File: src/hdl/igd_pkg.sv
// types and constants shared by the insect gate decision block
`timescale 1ns / 1ps
`default_nettype none

package igd_pkg;

    localparam int CFG_IDX_W = 3;

    typedef enum logic [1:0] {
        MODE_IDLE    = 2'd0,
        MODE_CAUTION = 2'd1,
        MODE_OPEN    = 2'd2,
        MODE_ALERT   = 2'd3
    } t_mode;

    typedef enum logic [1:0] {
        CLS_NONE       = 2'd0,
        CLS_POLLINATOR = 2'd1,
        CLS_PEST       = 2'd2,
        CLS_UNCERTAIN  = 2'd3
    } t_class;

    typedef enum logic [CFG_IDX_W-1:0] {
        CFG_POLLINATOR_THR  = 3'd0,
        CFG_PEST_ALERT_THR  = 3'd1,
        CFG_PEST_CAUTION_THR = 3'd2,
        CFG_CAUTION_MIN_MS  = 3'd3,
        CFG_OPEN_MS         = 3'd4,
        CFG_ALERT_MS        = 3'd5,
        CFG_POLLINATION_MS  = 3'd6
    } t_cfg_idx;

    localparam logic [7:0]  RST_POLLINATOR_THR   = 8'd128;
    localparam logic [7:0]  RST_PEST_ALERT_THR   = 8'd153;
    localparam logic [7:0]  RST_PEST_CAUTION_THR = 8'd128;
    localparam logic [15:0] RST_CAUTION_MIN_MS   = 16'd3000;
    localparam logic [15:0] RST_OPEN_MS          = 16'd8000;
    localparam logic [15:0] RST_ALERT_MS         = 16'd5000;
    localparam logic [15:0] RST_POLLINATION_MS   = 16'd1500;

    typedef struct packed {
        logic [7:0]  pollinator_threshold;
        logic [7:0]  pest_alert_threshold;
        logic [7:0]  pest_caution_threshold;
        logic [15:0] caution_min_ms;
        logic [15:0] open_ms;
        logic [15:0] alert_ms;
        logic [15:0] pollination_ms;
    } t_cfg;

    typedef struct packed {
        logic [1:0]  insect_class;
        logic [7:0]  confidence;
        logic [31:0] now_ms;
    } t_item;

    typedef struct packed {
        t_mode       mode;
        logic        mode_changed;
        logic        open_access;
        logic        close_access;
        logic        red_led;
        logic [15:0] pollinate_request_ms;
        logic        repel;
    } t_result;

endpackage

`default_nettype wire

File: src/hdl/igd_cfg_regs.sv
// configuration register file for the insect gate decision block
`timescale 1ns / 1ps
`default_nettype none

module igd_cfg_regs (
    input  wire logic                         i_clk,
    input  wire logic                         i_rst_n,
    input  wire logic                         i_wr_en,
    input  wire logic [igd_pkg::CFG_IDX_W-1:0] i_wr_index,
    input  wire logic [15:0]                  i_wr_data,
    output igd_pkg::t_cfg                     o_cfg
);
    import igd_pkg::*;

    t_cfg r_cfg;

    always_ff @(posedge i_clk) begin
        if (!i_rst_n) begin
            r_cfg.pollinator_threshold   <= RST_POLLINATOR_THR;
            r_cfg.pest_alert_threshold   <= RST_PEST_ALERT_THR;
            r_cfg.pest_caution_threshold <= RST_PEST_CAUTION_THR;
            r_cfg.caution_min_ms         <= RST_CAUTION_MIN_MS;
            r_cfg.open_ms                <= RST_OPEN_MS;
            r_cfg.alert_ms               <= RST_ALERT_MS;
            r_cfg.pollination_ms         <= RST_POLLINATION_MS;
        end else if (i_wr_en) begin
            case (i_wr_index)
                CFG_POLLINATOR_THR:   r_cfg.pollinator_threshold   <= i_wr_data[7:0];
                CFG_PEST_ALERT_THR:   r_cfg.pest_alert_threshold   <= i_wr_data[7:0];
                CFG_PEST_CAUTION_THR: r_cfg.pest_caution_threshold <= i_wr_data[7:0];
                CFG_CAUTION_MIN_MS:   r_cfg.caution_min_ms         <= i_wr_data;
                CFG_OPEN_MS:          r_cfg.open_ms                <= i_wr_data;
                CFG_ALERT_MS:         r_cfg.alert_ms               <= i_wr_data;
                CFG_POLLINATION_MS:   r_cfg.pollination_ms         <= i_wr_data;
                default: ;
            endcase
        end
    end

    assign o_cfg = r_cfg;

endmodule

`default_nettype wire

File: src/hdl/igd_mode_logic.sv
// next-mode decision and result formation for one detection
`timescale 1ns / 1ps
`default_nettype none

module igd_mode_logic (
    input  wire igd_pkg::t_mode i_mode,
    input  wire logic [31:0]    i_last_change_ms,
    input  wire logic           i_led,
    input  wire igd_pkg::t_item i_item,
    input  wire igd_pkg::t_cfg  i_cfg,
    output igd_pkg::t_mode      o_next_mode,
    output logic                o_changed,
    output logic                o_next_led,
    output igd_pkg::t_result    o_result
);
    import igd_pkg::*;

    logic [31:0] elapsed;
    logic        is_poll_open;
    logic        is_pest_alert;
    logic        is_pest_caution;
    t_mode       next_mode;
    logic        changed;
    logic        next_led;

    assign elapsed         = i_item.now_ms - i_last_change_ms;
    assign is_poll_open    = (i_item.insect_class == CLS_POLLINATOR)
                             && (i_item.confidence > i_cfg.pollinator_threshold);
    assign is_pest_alert   = (i_item.insect_class == CLS_PEST)
                             && (i_item.confidence > i_cfg.pest_alert_threshold);
    assign is_pest_caution = (i_item.insect_class == CLS_PEST)
                             && (i_item.confidence > i_cfg.pest_caution_threshold);

    always_comb begin
        next_mode = i_mode;
        case (i_mode)
            MODE_IDLE: begin
                if (is_poll_open) begin
                    next_mode = MODE_OPEN;
                end else if (is_pest_alert) begin
                    next_mode = MODE_ALERT;
                end else if (i_item.insect_class == CLS_UNCERTAIN) begin
                    next_mode = MODE_CAUTION;
                end
            end
            MODE_CAUTION: begin
                if (is_pest_caution) begin
                    next_mode = MODE_ALERT;
                end else if (is_poll_open) begin
                    next_mode = MODE_OPEN;
                end else if ((elapsed > {16'd0, i_cfg.caution_min_ms})
                             && (i_item.insect_class == CLS_NONE)) begin
                    next_mode = MODE_IDLE;
                end
            end
            MODE_OPEN: begin
                if (is_pest_alert) begin
                    next_mode = MODE_ALERT;
                end else if (elapsed > {16'd0, i_cfg.open_ms}) begin
                    next_mode = MODE_IDLE;
                end
            end
            MODE_ALERT: begin
                if (elapsed > {16'd0, i_cfg.alert_ms}) begin
                    next_mode = (i_item.insect_class == CLS_NONE) ? MODE_IDLE : MODE_CAUTION;
                end
            end
            default: next_mode = i_mode;
        endcase
    end

    assign changed  = (next_mode != i_mode);
    assign next_led = changed ? (next_mode == MODE_ALERT) : i_led;

    always_comb begin
        o_result.mode                 = next_mode;
        o_result.mode_changed         = changed;
        o_result.open_access          = changed && (next_mode == MODE_OPEN);
        o_result.close_access         = changed && ((next_mode == MODE_IDLE)
                                                    || (next_mode == MODE_ALERT));
        o_result.red_led              = next_led;
        o_result.pollinate_request_ms = (changed && (next_mode == MODE_OPEN))
                                        ? i_cfg.pollination_ms : 16'd0;
        o_result.repel                = changed && (next_mode == MODE_ALERT);
    end

    assign o_next_mode = next_mode;
    assign o_changed   = changed;
    assign o_next_led  = next_led;

endmodule

`default_nettype wire

File: src/hdl/insect_gate_decision_fsm_unit.sv
// top level of the insect gate decision block
`timescale 1ns / 1ps
`default_nettype none

// insect gate decision unit: each request carries one classified detection
// (class, q0.8 confidence, millisecond timestamp) and yields exactly one
// result with the mode after the detection, a changed flag, access open and
// close pulses, the red led level, the pollination duration on opening and a
// repel pulse. requests pass an input register, the mode decision is one level
// of compares and a 32-bit wrapping subtraction, and the result lands in an
// output register. one request is taken every clock cycle when the result side
// keeps up; the result register loads when the staged request advances. the
// mode, last-change time and led level update in the same cycle the result
// register loads, so back-to-back requests see each other's effect with no gap.
// configuration registers are written through their own channel, always ready,
// and should only be written while no request is in flight.

module insect_gate_decision_fsm_unit (
    input  wire logic                          i_clk,
    input  wire logic                          i_rst_n,
    // detection request channel
    input  wire logic                          i_in_valid,
    output logic                               o_in_ready,
    input  wire logic [1:0]                    i_insect_class,
    input  wire logic [7:0]                    i_confidence,
    input  wire logic [31:0]                   i_now_ms,
    // result channel
    output logic                               o_out_valid,
    input  wire logic                          i_out_ready,
    output logic [1:0]                         o_mode,
    output logic                               o_mode_changed,
    output logic                               o_open_access,
    output logic                               o_close_access,
    output logic                               o_red_led,
    output logic [15:0]                        o_pollinate_request_ms,
    output logic                               o_repel,
    // configuration write channel
    input  wire logic                          i_cfg_valid,
    output logic                               o_cfg_ready,
    input  wire logic [igd_pkg::CFG_IDX_W-1:0] i_cfg_index,
    input  wire logic [15:0]                   i_cfg_data
);
    import igd_pkg::*;

    // input register
    logic    r_in_valid;
    t_item   r_item;
    // controller state
    t_mode   r_mode;
    logic [31:0] r_last_change_ms;
    logic    r_led;
    // result register
    logic    r_out_valid;
    t_result r_res;

    t_cfg    cfg;
    t_mode   n_mode;
    logic    n_changed;
    logic    n_led;
    t_result n_res;
    logic    advance;
    logic    in_accept;

    assign o_cfg_ready = 1'b1;

    igd_cfg_regs u_cfg (
        .i_clk      (i_clk),
        .i_rst_n    (i_rst_n),
        .i_wr_en    (i_cfg_valid),
        .i_wr_index (i_cfg_index),
        .i_wr_data  (i_cfg_data),
        .o_cfg      (cfg)
    );

    igd_mode_logic u_mode (
        .i_mode           (r_mode),
        .i_last_change_ms (r_last_change_ms),
        .i_led            (r_led),
        .i_item           (r_item),
        .i_cfg            (cfg),
        .o_next_mode      (n_mode),
        .o_changed        (n_changed),
        .o_next_led       (n_led),
        .o_result         (n_res)
    );

    // staged request moves on when the result slot is free or being emptied
    assign advance    = r_in_valid && (!r_out_valid || i_out_ready);
    assign o_in_ready = !r_in_valid || advance;
    assign in_accept  = i_in_valid && o_in_ready;

    always_ff @(posedge i_clk) begin
        if (!i_rst_n) begin
            r_in_valid <= 1'b0;
        end else if (o_in_ready) begin
            r_in_valid <= i_in_valid;
        end
    end

    always_ff @(posedge i_clk) begin
        if (in_accept) begin
            r_item.insect_class <= i_insect_class;
            r_item.confidence   <= i_confidence;
            r_item.now_ms       <= i_now_ms;
        end
    end

    // mode state commits together with the result
    always_ff @(posedge i_clk) begin
        if (!i_rst_n) begin
            r_mode           <= MODE_IDLE;
            r_last_change_ms <= 32'd0;
            r_led            <= 1'b0;
        end else if (advance) begin
            r_mode <= n_mode;
            r_led  <= n_led;
            if (n_changed) begin
                r_last_change_ms <= r_item.now_ms;
            end
        end
    end

    always_ff @(posedge i_clk) begin
        if (!i_rst_n) begin
            r_out_valid <= 1'b0;
        end else if (advance) begin
            r_out_valid <= 1'b1;
        end else if (i_out_ready) begin
            r_out_valid <= 1'b0;
        end
    end

    always_ff @(posedge i_clk) begin
        if (advance) begin
            r_res <= n_res;
        end
    end

    assign o_out_valid            = r_out_valid;
    assign o_mode                 = r_res.mode;
    assign o_mode_changed         = r_res.mode_changed;
    assign o_open_access          = r_res.open_access;
    assign o_close_access         = r_res.close_access;
    assign o_red_led              = r_res.red_led;
    assign o_pollinate_request_ms = r_res.pollinate_request_ms;
    assign o_repel                = r_res.repel;

endmodule

`default_nettype wire

File: config.mk
export PLATFORM = sky130hd
export DESIGN_NAME = insect_gate_decision_fsm_unit
export DESIGN_NICKNAME = d
export VERILOG_FILES = /design/src/hdl/igd_pkg.sv /design/src/hdl/igd_cfg_regs.sv /design/src/hdl/igd_mode_logic.sv /design/src/hdl/insect_gate_decision_fsm_unit.sv
export SDC_FILE = /design/constraint.sdc
export NUM_CORES = 1
export LEC_CHECK = 0
export ABC_CLOCK_PERIOD_IN_PS = 4900
export BUFFER_PORTS_ARGS = -buffer_cell sky130_fd_sc_hd__clkbuf_2
export CAP_MARGIN = 20
export CORE_ASPECT_RATIO = 1.1
export CORE_MARGIN = 2
export CORE_UTILIZATION = 50
export CTS_CLUSTER_SIZE = 12
export DETAILED_ROUTE_END_ITERATION = 16
export GPL_ROUTABILITY_DRIVEN = 0
export PLACE_DENSITY = 0.8
export SLEW_MARGIN = 0
export SYNTH_ARGS = -nofsm -noshare
export SYNTH_HDL_FRONTEND = slang
export SYNTH_SLANG_ARGS = --single-unit
File: constraint.sdc
create_clock -name i_clk -period 4.9 [get_ports i_clk]
set_input_delay 0.49 -clock i_clk [delete_from_list [all_inputs] [get_ports i_clk]]
set_output_delay 0.49 -clock i_clk [all_outputs]
set_load 0.03 [all_outputs]
==> results.toml, run 1 <==
[status]
status = "complete, no violations"

[drt]
drt_wl_total_um = 26400
drcViolationCount = 0
drt_iter0_drc = 809
firstDrtPassIters = 5
ant_nets = 0
routedWlPerCell_um = 16.2
viasPerCell = 5.66
via_count = 9201

[power]
sw_frac_of_total_pct = 31.1
p_clk_share_pct = 33.7
leakage_nw = 4.98
power-per-cell-area_nw_per_um2 = 323
switchingPower_w = 0.00123
p_seq_share_pct = 43.9
ir_worst_vdd_v = 0.000229
internal_power_w = 0.00273
combPwrFrac_pct = 22.4
p_total_w = 0.00396

[synth]
syn_inst = 1227
synth-seq-cells = 190
synth-edff-count = 65
ys_async_sr_fraction_pct = 0
yosysMostFrequentCell = "nand2_1"
yosysSeqAreaShare_pct = 41.4
synth.top_cells.by_area = "dfxtp_1, edfxtp_1, ha_1"
yosysUniqueCellTypes = 69
yosys.area.top_type_share_pct = 23.2
synth_nets = 1399
ys_top_cells_by_count = "nand2_1, dfxtp_1, inv_1"
synth_flop_cell = "dfxtp_1"
yosys.area.top_type = "dfxtp_1"
syn_area_um2 = 10800
ys_warn_count = 0
synth.avg_cell_area_um2 = 8.77

[global_routing]
top_usage_layer = "met2"
grt_use_met1_pct = 27.8
grt_pass1_vias = 8728
globalRouteTotalUtil_pct = 23.3
antenna_found_initial = 0
grt_overflow = 0
use_met2_pct = 40.8
grt_pass1_wl_um = 41800
grt_max_degree = 62
met3_usage_pct = 3.96

[timing]
fin_crit_sh_pct = 96.4
relSlewSlack_pct = 34.7
finalSetupViolCount = 0
hold_viol = 0
worstMarginPinSlew_ns = 0.978
fmax_mhz = 212
fin_hold_ws_ns = 0.214
fin_crit_ns = 4.73
skew_ns = 0.0146
slew_violations = 0

[worst_setup_path]
crit_path_top_delay_cell = "edfxtp_1"
cpPeakStageDelay_ns = 0.43
cp.arrival_ns = 4.92
crit_required_ns = 5.09
worstPathMaxFanout = 9
critical_path.top_delay_family = "simple AND/OR/NAND/NOR gates"
cp-end-kind = "flip-flop"
crit_path_cell_trace = "ha_1 > nor2b_1 > o2111ai_2 > a211oi_4 > nor2_1 > o21ai_0 > xor2_1 > ha_1 > nand4_1 > or3_1 > or2_2 > a211oi_2 > nand4_1 > a31oi_1 > nor2_1 > ha_2 > a21boi_4 > and2_1"
path_buf_inv = 0
critical_path_class = "reg2reg"
critPathLaunchType = "flip-flop"

[job]
cap_violations = 0

[clock_tree]
cts_root_buffer = "clkbuf_16"
clock_latency_ns = 0.45
clk_pin_slew_ns = 0.08
cts_tree = "yes"
h-tree-depth = 4
clk_path_buf_depth = 2
cts.sinks = 190
ctsHoldBuffers = 0
cts-buffers-inserted = 17

[cells_and_area]
fin_util_pct = 57.8
fill_cells = 1860
final-seq-area_um2 = 4450
fin_nets = 1495
n_antenna_cell = 0
drive_gt1_share_pct = 13.8
multi_input_area_um2 = 5730
syn2layout_area_growth_pct = 14.0

[place]
hpwlAfterDp_um = 19200
io_buffers = 90

[floorplan]
dieWidth_um = 144
ioPinCount = 92
initial_core_util_pct = 50.7
core_um2 = 21200
rows = 56
die_h_um = 158
die_area_um2 = 22700

[hold_path]
hold_path_class = "in2reg"
-- power by group through the flow --
stage	sequential, W	combinational [W]	clock (W)
detailed placement	0.00177	0.000830	0
global placement	0.00177	0.000797	0
global route	0.00174	0.000983	0.00141
floorplan	0.00178	0.000575	0
finish	0.00174	0.000888	0.00133
CTS	0.00174	0.000837	0.00134
-- layer usage --
layer  share of wire, %  vias up
met1                 41     4313
met5                  0        -
met3                5.6       77
met2                 49      357
met4                3.8        0
li1                   -     4454
-- cell type report --
cell class | instances | share of cell area (%)
clock inverters | 14 | 1.04
inverters | 114 | 3.49
repair buffers | 126 | 6.07
clock buffers | 18 | 3.50
well taps | 290 | 2.96
flip-flops and latches | 190 | 36.3
multi-input cells | 874 | 46.7
-- cell usage in the layout, fill, tap and decap left out, drive strengths merged, types with 22 or more instances in the layout --
cell type,instances
edfxtp,65
nor2,39
mux2i,36
nand4,26
inv,120
o21ai,33
a21o,28
nand3,22
buf,36
clkbuf,108
dfxtp,125
a21oi,112
ha,105
o211ai,30
nand2,268
-- per-stage QoR --
stage / cells / setup slack [ns] / setup TNS (ns) / cell area (µm²)
after floorplan: 1227 / 0.431 / 0 / 10800
after global placement: 1582 / 0.00735 / 0 / 11500
after detailed placement: 1582 / -0.224 / -3.40 / 11500
after CTS: 1614 / 0.0430 / 0 / 12100
after global routing: 1626 / -0.0629 / -0.562 / 12300
final: 1626 / 0.174 / 0 / 12300
-- final timing paths --
check / start / endpoint / slack, ns / depth (start not counted)
max reg2reg: r_item[1]$_DFFE_PP_ / o_pollinate_request_ms[13]$_SDFFCE_PN0P_ / 0.17 / 18
min: i_confidence[1] / r_item[33]$_DFFE_PP_ / 0.21 / 1
max: r_item[1]$_DFFE_PP_ / o_pollinate_request_ms[13]$_SDFFCE_PN0P_ / 0.17 / 18
min reg2reg: u_cfg.o_cfg[12]$_SDFFE_PN0P_ / u_cfg.o_cfg[12]$_SDFFE_PN0P_ / 0.45 / 2
-- sequential cells by signal, indices dropped and copies added, names as in the netlist --
signal	flops
o_pollinate_request_ms	16
r_led	1
u_cfg.o_cfg	88
o_repel	1
o_open_access	1
o_close_access	1
o_mode	2
r_item	42
o_out_valid	1
r_mode	2
o_mode_changed	1
r_last_change_ms	32
o_red_led	1
r_in_valid	1
-- timing repair --
item | CTS | global route
resized for setup | 1 | 14
cloned | 0 | 1
endpoints found under the setup margin | 17 | 53
buffers inserted | 0 | 8
pin swaps | 0 | 10
-- worst register-to-register path: cells and delay by family (launching register included) --
family,cells,cell delay (ns)
and+or+nand+nor,8,1.61
AOI/OAI and AO/OA,6,1.38
adders and majority gates,3,0.73
DFF,1,0.43
xor gates and xnor gates,1,0.34
-- cell families after synthesis --
logic type | count (synthesis) | share of synthesized area [%]
buffers and inverters | 164 | 6.44
AO/OA/AOI/OAI | 270 | 16.2
flip-flops | 190 | 41.4
multiplexers | 38 | 3.56
adder cells (fa/ha/maj) | 106 | 12.4
other | 1 | 0.0348
AND/OR/NAND/NOR | 439 | 18.4
XOR/XNOR | 19 | 1.55
Power figures use the tool's default switching activity.
==> inputs of run 2 (changes only) <==
--- a/config.mk
+++ b/config.mk
@@ -6,15 +6,15 @@
 export NUM_CORES = 1
 export LEC_CHECK = 0
 export ABC_CLOCK_PERIOD_IN_PS = 4900
-export BUFFER_PORTS_ARGS = -buffer_cell sky130_fd_sc_hd__clkbuf_2
 export CAP_MARGIN = 20
 export CORE_ASPECT_RATIO = 1.1
 export CORE_MARGIN = 2
 export CORE_UTILIZATION = 50
 export CTS_CLUSTER_SIZE = 12
 export DETAILED_ROUTE_END_ITERATION = 16
+export DONT_BUFFER_PORTS = 1
 export GPL_ROUTABILITY_DRIVEN = 0
-export PLACE_DENSITY = 0.8
+export PLACE_DENSITY = 0.76
 export SLEW_MARGIN = 0
 export SYNTH_ARGS = -nofsm -noshare
 export SYNTH_HDL_FRONTEND = slang
==> run 2 against run 1 <==
  * Non-clock buffer count down 100
  * Largest power group unchanged
  * Sequential power is essentially flat
  * First-iteration DRC count down 27%
  * Global-route usage down 0.79 points
  * Highest routed layer unchanged
  * Clock power is 6% higher
  * Clock-buffer cell count is 3 higher
  * Largest cell class unchanged
==> results.toml, run 2 (synthesis results as in run 1) <==
[power]
power-per-cell-area_nw_per_um2 = 335
ir_worst_vdd_v = 0.000264
leakage_nw = 4.58
p_total_w = 0.00395

[worst_setup_path]
critical_path_class = "reg2reg"
r2r-start = "r_item[1]$_DFFE_PP_"
cp-end-kind = "flip-flop"
crit_required_ns = 5.10
worstPathMaxFanout = 17
reg2reg_slack_ns = 0.19
rr_endpoint = "o_pollinate_request_ms[2]$_SDFFCE_PN0P_"
rr_worst_depth = 20
critPathLaunchType = "flip-flop"
cp.arrival_ns = 4.91

[floorplan]
die_area_um2 = 22700
core_um2 = 21200
ioPinCount = 92
die_h_um = 158
rows = 56
initial_core_util_pct = 50.7
dieWidth_um = 144

[hold_path]
min_from = "i_now_ms[16]"
min_to = "r_item[16]$_DFFE_PP_"
hold_path_class = "in2reg"
holdPathStages = 0

[cells_and_area]
fin_nets = 1394
layout_common_cells = "nand2_1, dfxtp_1, inv_1, a21oi_1, ha_1"
fin_cells = 1525
final_common_cell = "nand2_1"
fin_util_pct = 55.6
largest_reg_flops = 88
n_antenna_cell = 0
drive_gt1_share_pct = 7.29
syn2layout_area_growth_pct = 9.65
fin_area_um2 = 11800

[clock_tree]
cts_tree = "yes"
h-tree-depth = 4
clk_path_buf_depth = 2
cts-buffers-inserted = 17
cts.sinks = 190
clock_latency_ns = 0.44
clk_pin_slew_ns = 0.08
cts_root_buffer = "clkbuf_16"

[global_routing]
antenna_found_initial = 0
grt_pass1_wl_um = 40300
grt_overflow = 0
globalRouteTotalUtil_pct = 22.5
grt_max_degree = 99
grt_pass1_vias = 8104

[drt]
firstDrtPassIters = 5
routedWlPerCell_um = 16.6
drt_wl_total_um = 25300
viasPerCell = 5.67
drcViolationCount = 0
ant_nets = 0
drt_iter0_drc = 589
via_count = 8651

[job]
cap_violations = 0

[timing]
fin_crit_ns = 4.71
finalSetupTns_ns = 0
relSlewSlack_pct = 25.9
fin_crit_sh_pct = 96.1
slew_violations = 0
hold_viol = 0
finalSetupViolCount = 0
skew_ns = 0.0104
fmax_mhz = 212
worstMarginPinSlew_ns = 1.11

[status]
status = "complete, no violations"

[place]
io_buffers = 0
hpwlAfterDp_um = 18200
dpl.cell_count = 1486
place_area_um2 = 11000
==> run 2: changes by cell type in the layout (fill, tap and decap cells not counted), moves of 2 or more <==
cell	delta
clkbuf_2	-89
buf_4	-10
clkbuf_16	+2
xnor2_1	-2
xnor2_2	+2
==> run 2: layer usage <==
metal | vias up | share of wire [%] | routed length (µm) | GRT usage (%)
met1 | 4016 | 43 | 10900 | 28.2
met2 | 310 | 47 | 11900 | 37.4
met3 | 79 | 6.3 | 1600 | 4.60
met4 | 0 | 3.8 | 956 | 10.3
li1 | 4246 | - | - | -
met5 | - | 0 | 0 | 0
==> run 2: layout make-up <==
| type | count | area, µm² |
|---|---|---|
| Fill cell | 1893 | 9430 |
| Multi-Input combinational cell | 873 | 5720 |
| Sequential cell | 190 | 4450 |
| Clock buffer | 21 | 493 |
| Inverter | 114 | 428 |
| Tap cell | 290 | 363 |
| Timing Repair Buffer | 26 | 233 |
| Clock inverter | 11 | 113 |
==> run 2: critical path, cell delays in order, from the launching register on <==
cell	delay, ns
edfxtp_1	0.41
ha_1	0.31
nor2b_1	0.15
o2111ai_2	0.33
nand2_2	0.12
a31oi_2	0.22
o21ai_0	0.12
xor2_1	0.18
buf_4	0.16
ha_1	0.29
nand4_1	0.11
or3_1	0.38
or2_2	0.33
a211oi_2	0.24
nand4_1	0.16
a31oi_1	0.20
nor2_1	0.08
ha_1	0.22
a21boi_4	0.15
buf_12	0.16
and2_1	0.15
==> run 2: power by group <==
| group | total [W] | leakage, nW | switching [W] | internal [W] |
|---|---|---|---|---|
| clock network | 0.00141 | 0.295 | 0.000665 | 0.000749 |
| logic | 0.000776 | 2.65 | 0.000456 | 0.000320 |
| registers | 0.00176 | 1.64 | 0.0000572 | 0.00170 |
| total | 0.00395 | 4.58 | 0.00118 | 0.00277 |
==> run 2: worst max path at each step <==
stage / start / end / slack (ns) / cells after the start
after global placement: r_item[1]$_DFFE_PP_ / o_pollinate_request_ms[13]$_SDFFCE_PN0P_ / 0.01 / 21
after detailed placement: r_item[1]$_DFFE_PP_ / o_pollinate_request_ms[5]$_SDFFCE_PN0P_ / -0.17 / 21
final: r_item[1]$_DFFE_PP_ / o_pollinate_request_ms[2]$_SDFFCE_PN0P_ / 0.19 / 20
after CTS: r_item[0]$_DFFE_PP_ / o_pollinate_request_ms[7]$_SDFFCE_PN0P_ / 0.006 / 20
after global routing: r_item[1]$_DFFE_PP_ / o_pollinate_request_ms[4]$_SDFFCE_PN0P_ / -0.03 / 20
after floorplan: r_item[0]$_DFFE_PP_ / o_pollinate_request_ms[10]$_SDFFCE_PN0P_ / 0.43 / 21
==> run 2: timing repair <==
item,CTS,global route
buffers inserted,0,6
resized for setup,1,16
setup endpoints to repair,17,53
pin swaps,0,7
hold buffers,0,0
==> run 2: metrics by stage <==
step           worst slack (ns)  hold WS, ns
2_1_floorplan             0.431        0.432
3_3_place_gp             0.0148        0.439
3_5_place_dp             -0.166        0.444
4_1_cts                 0.00577        0.124
5_1_grt                 -0.0341        0.127
6_report                  0.191        0.137
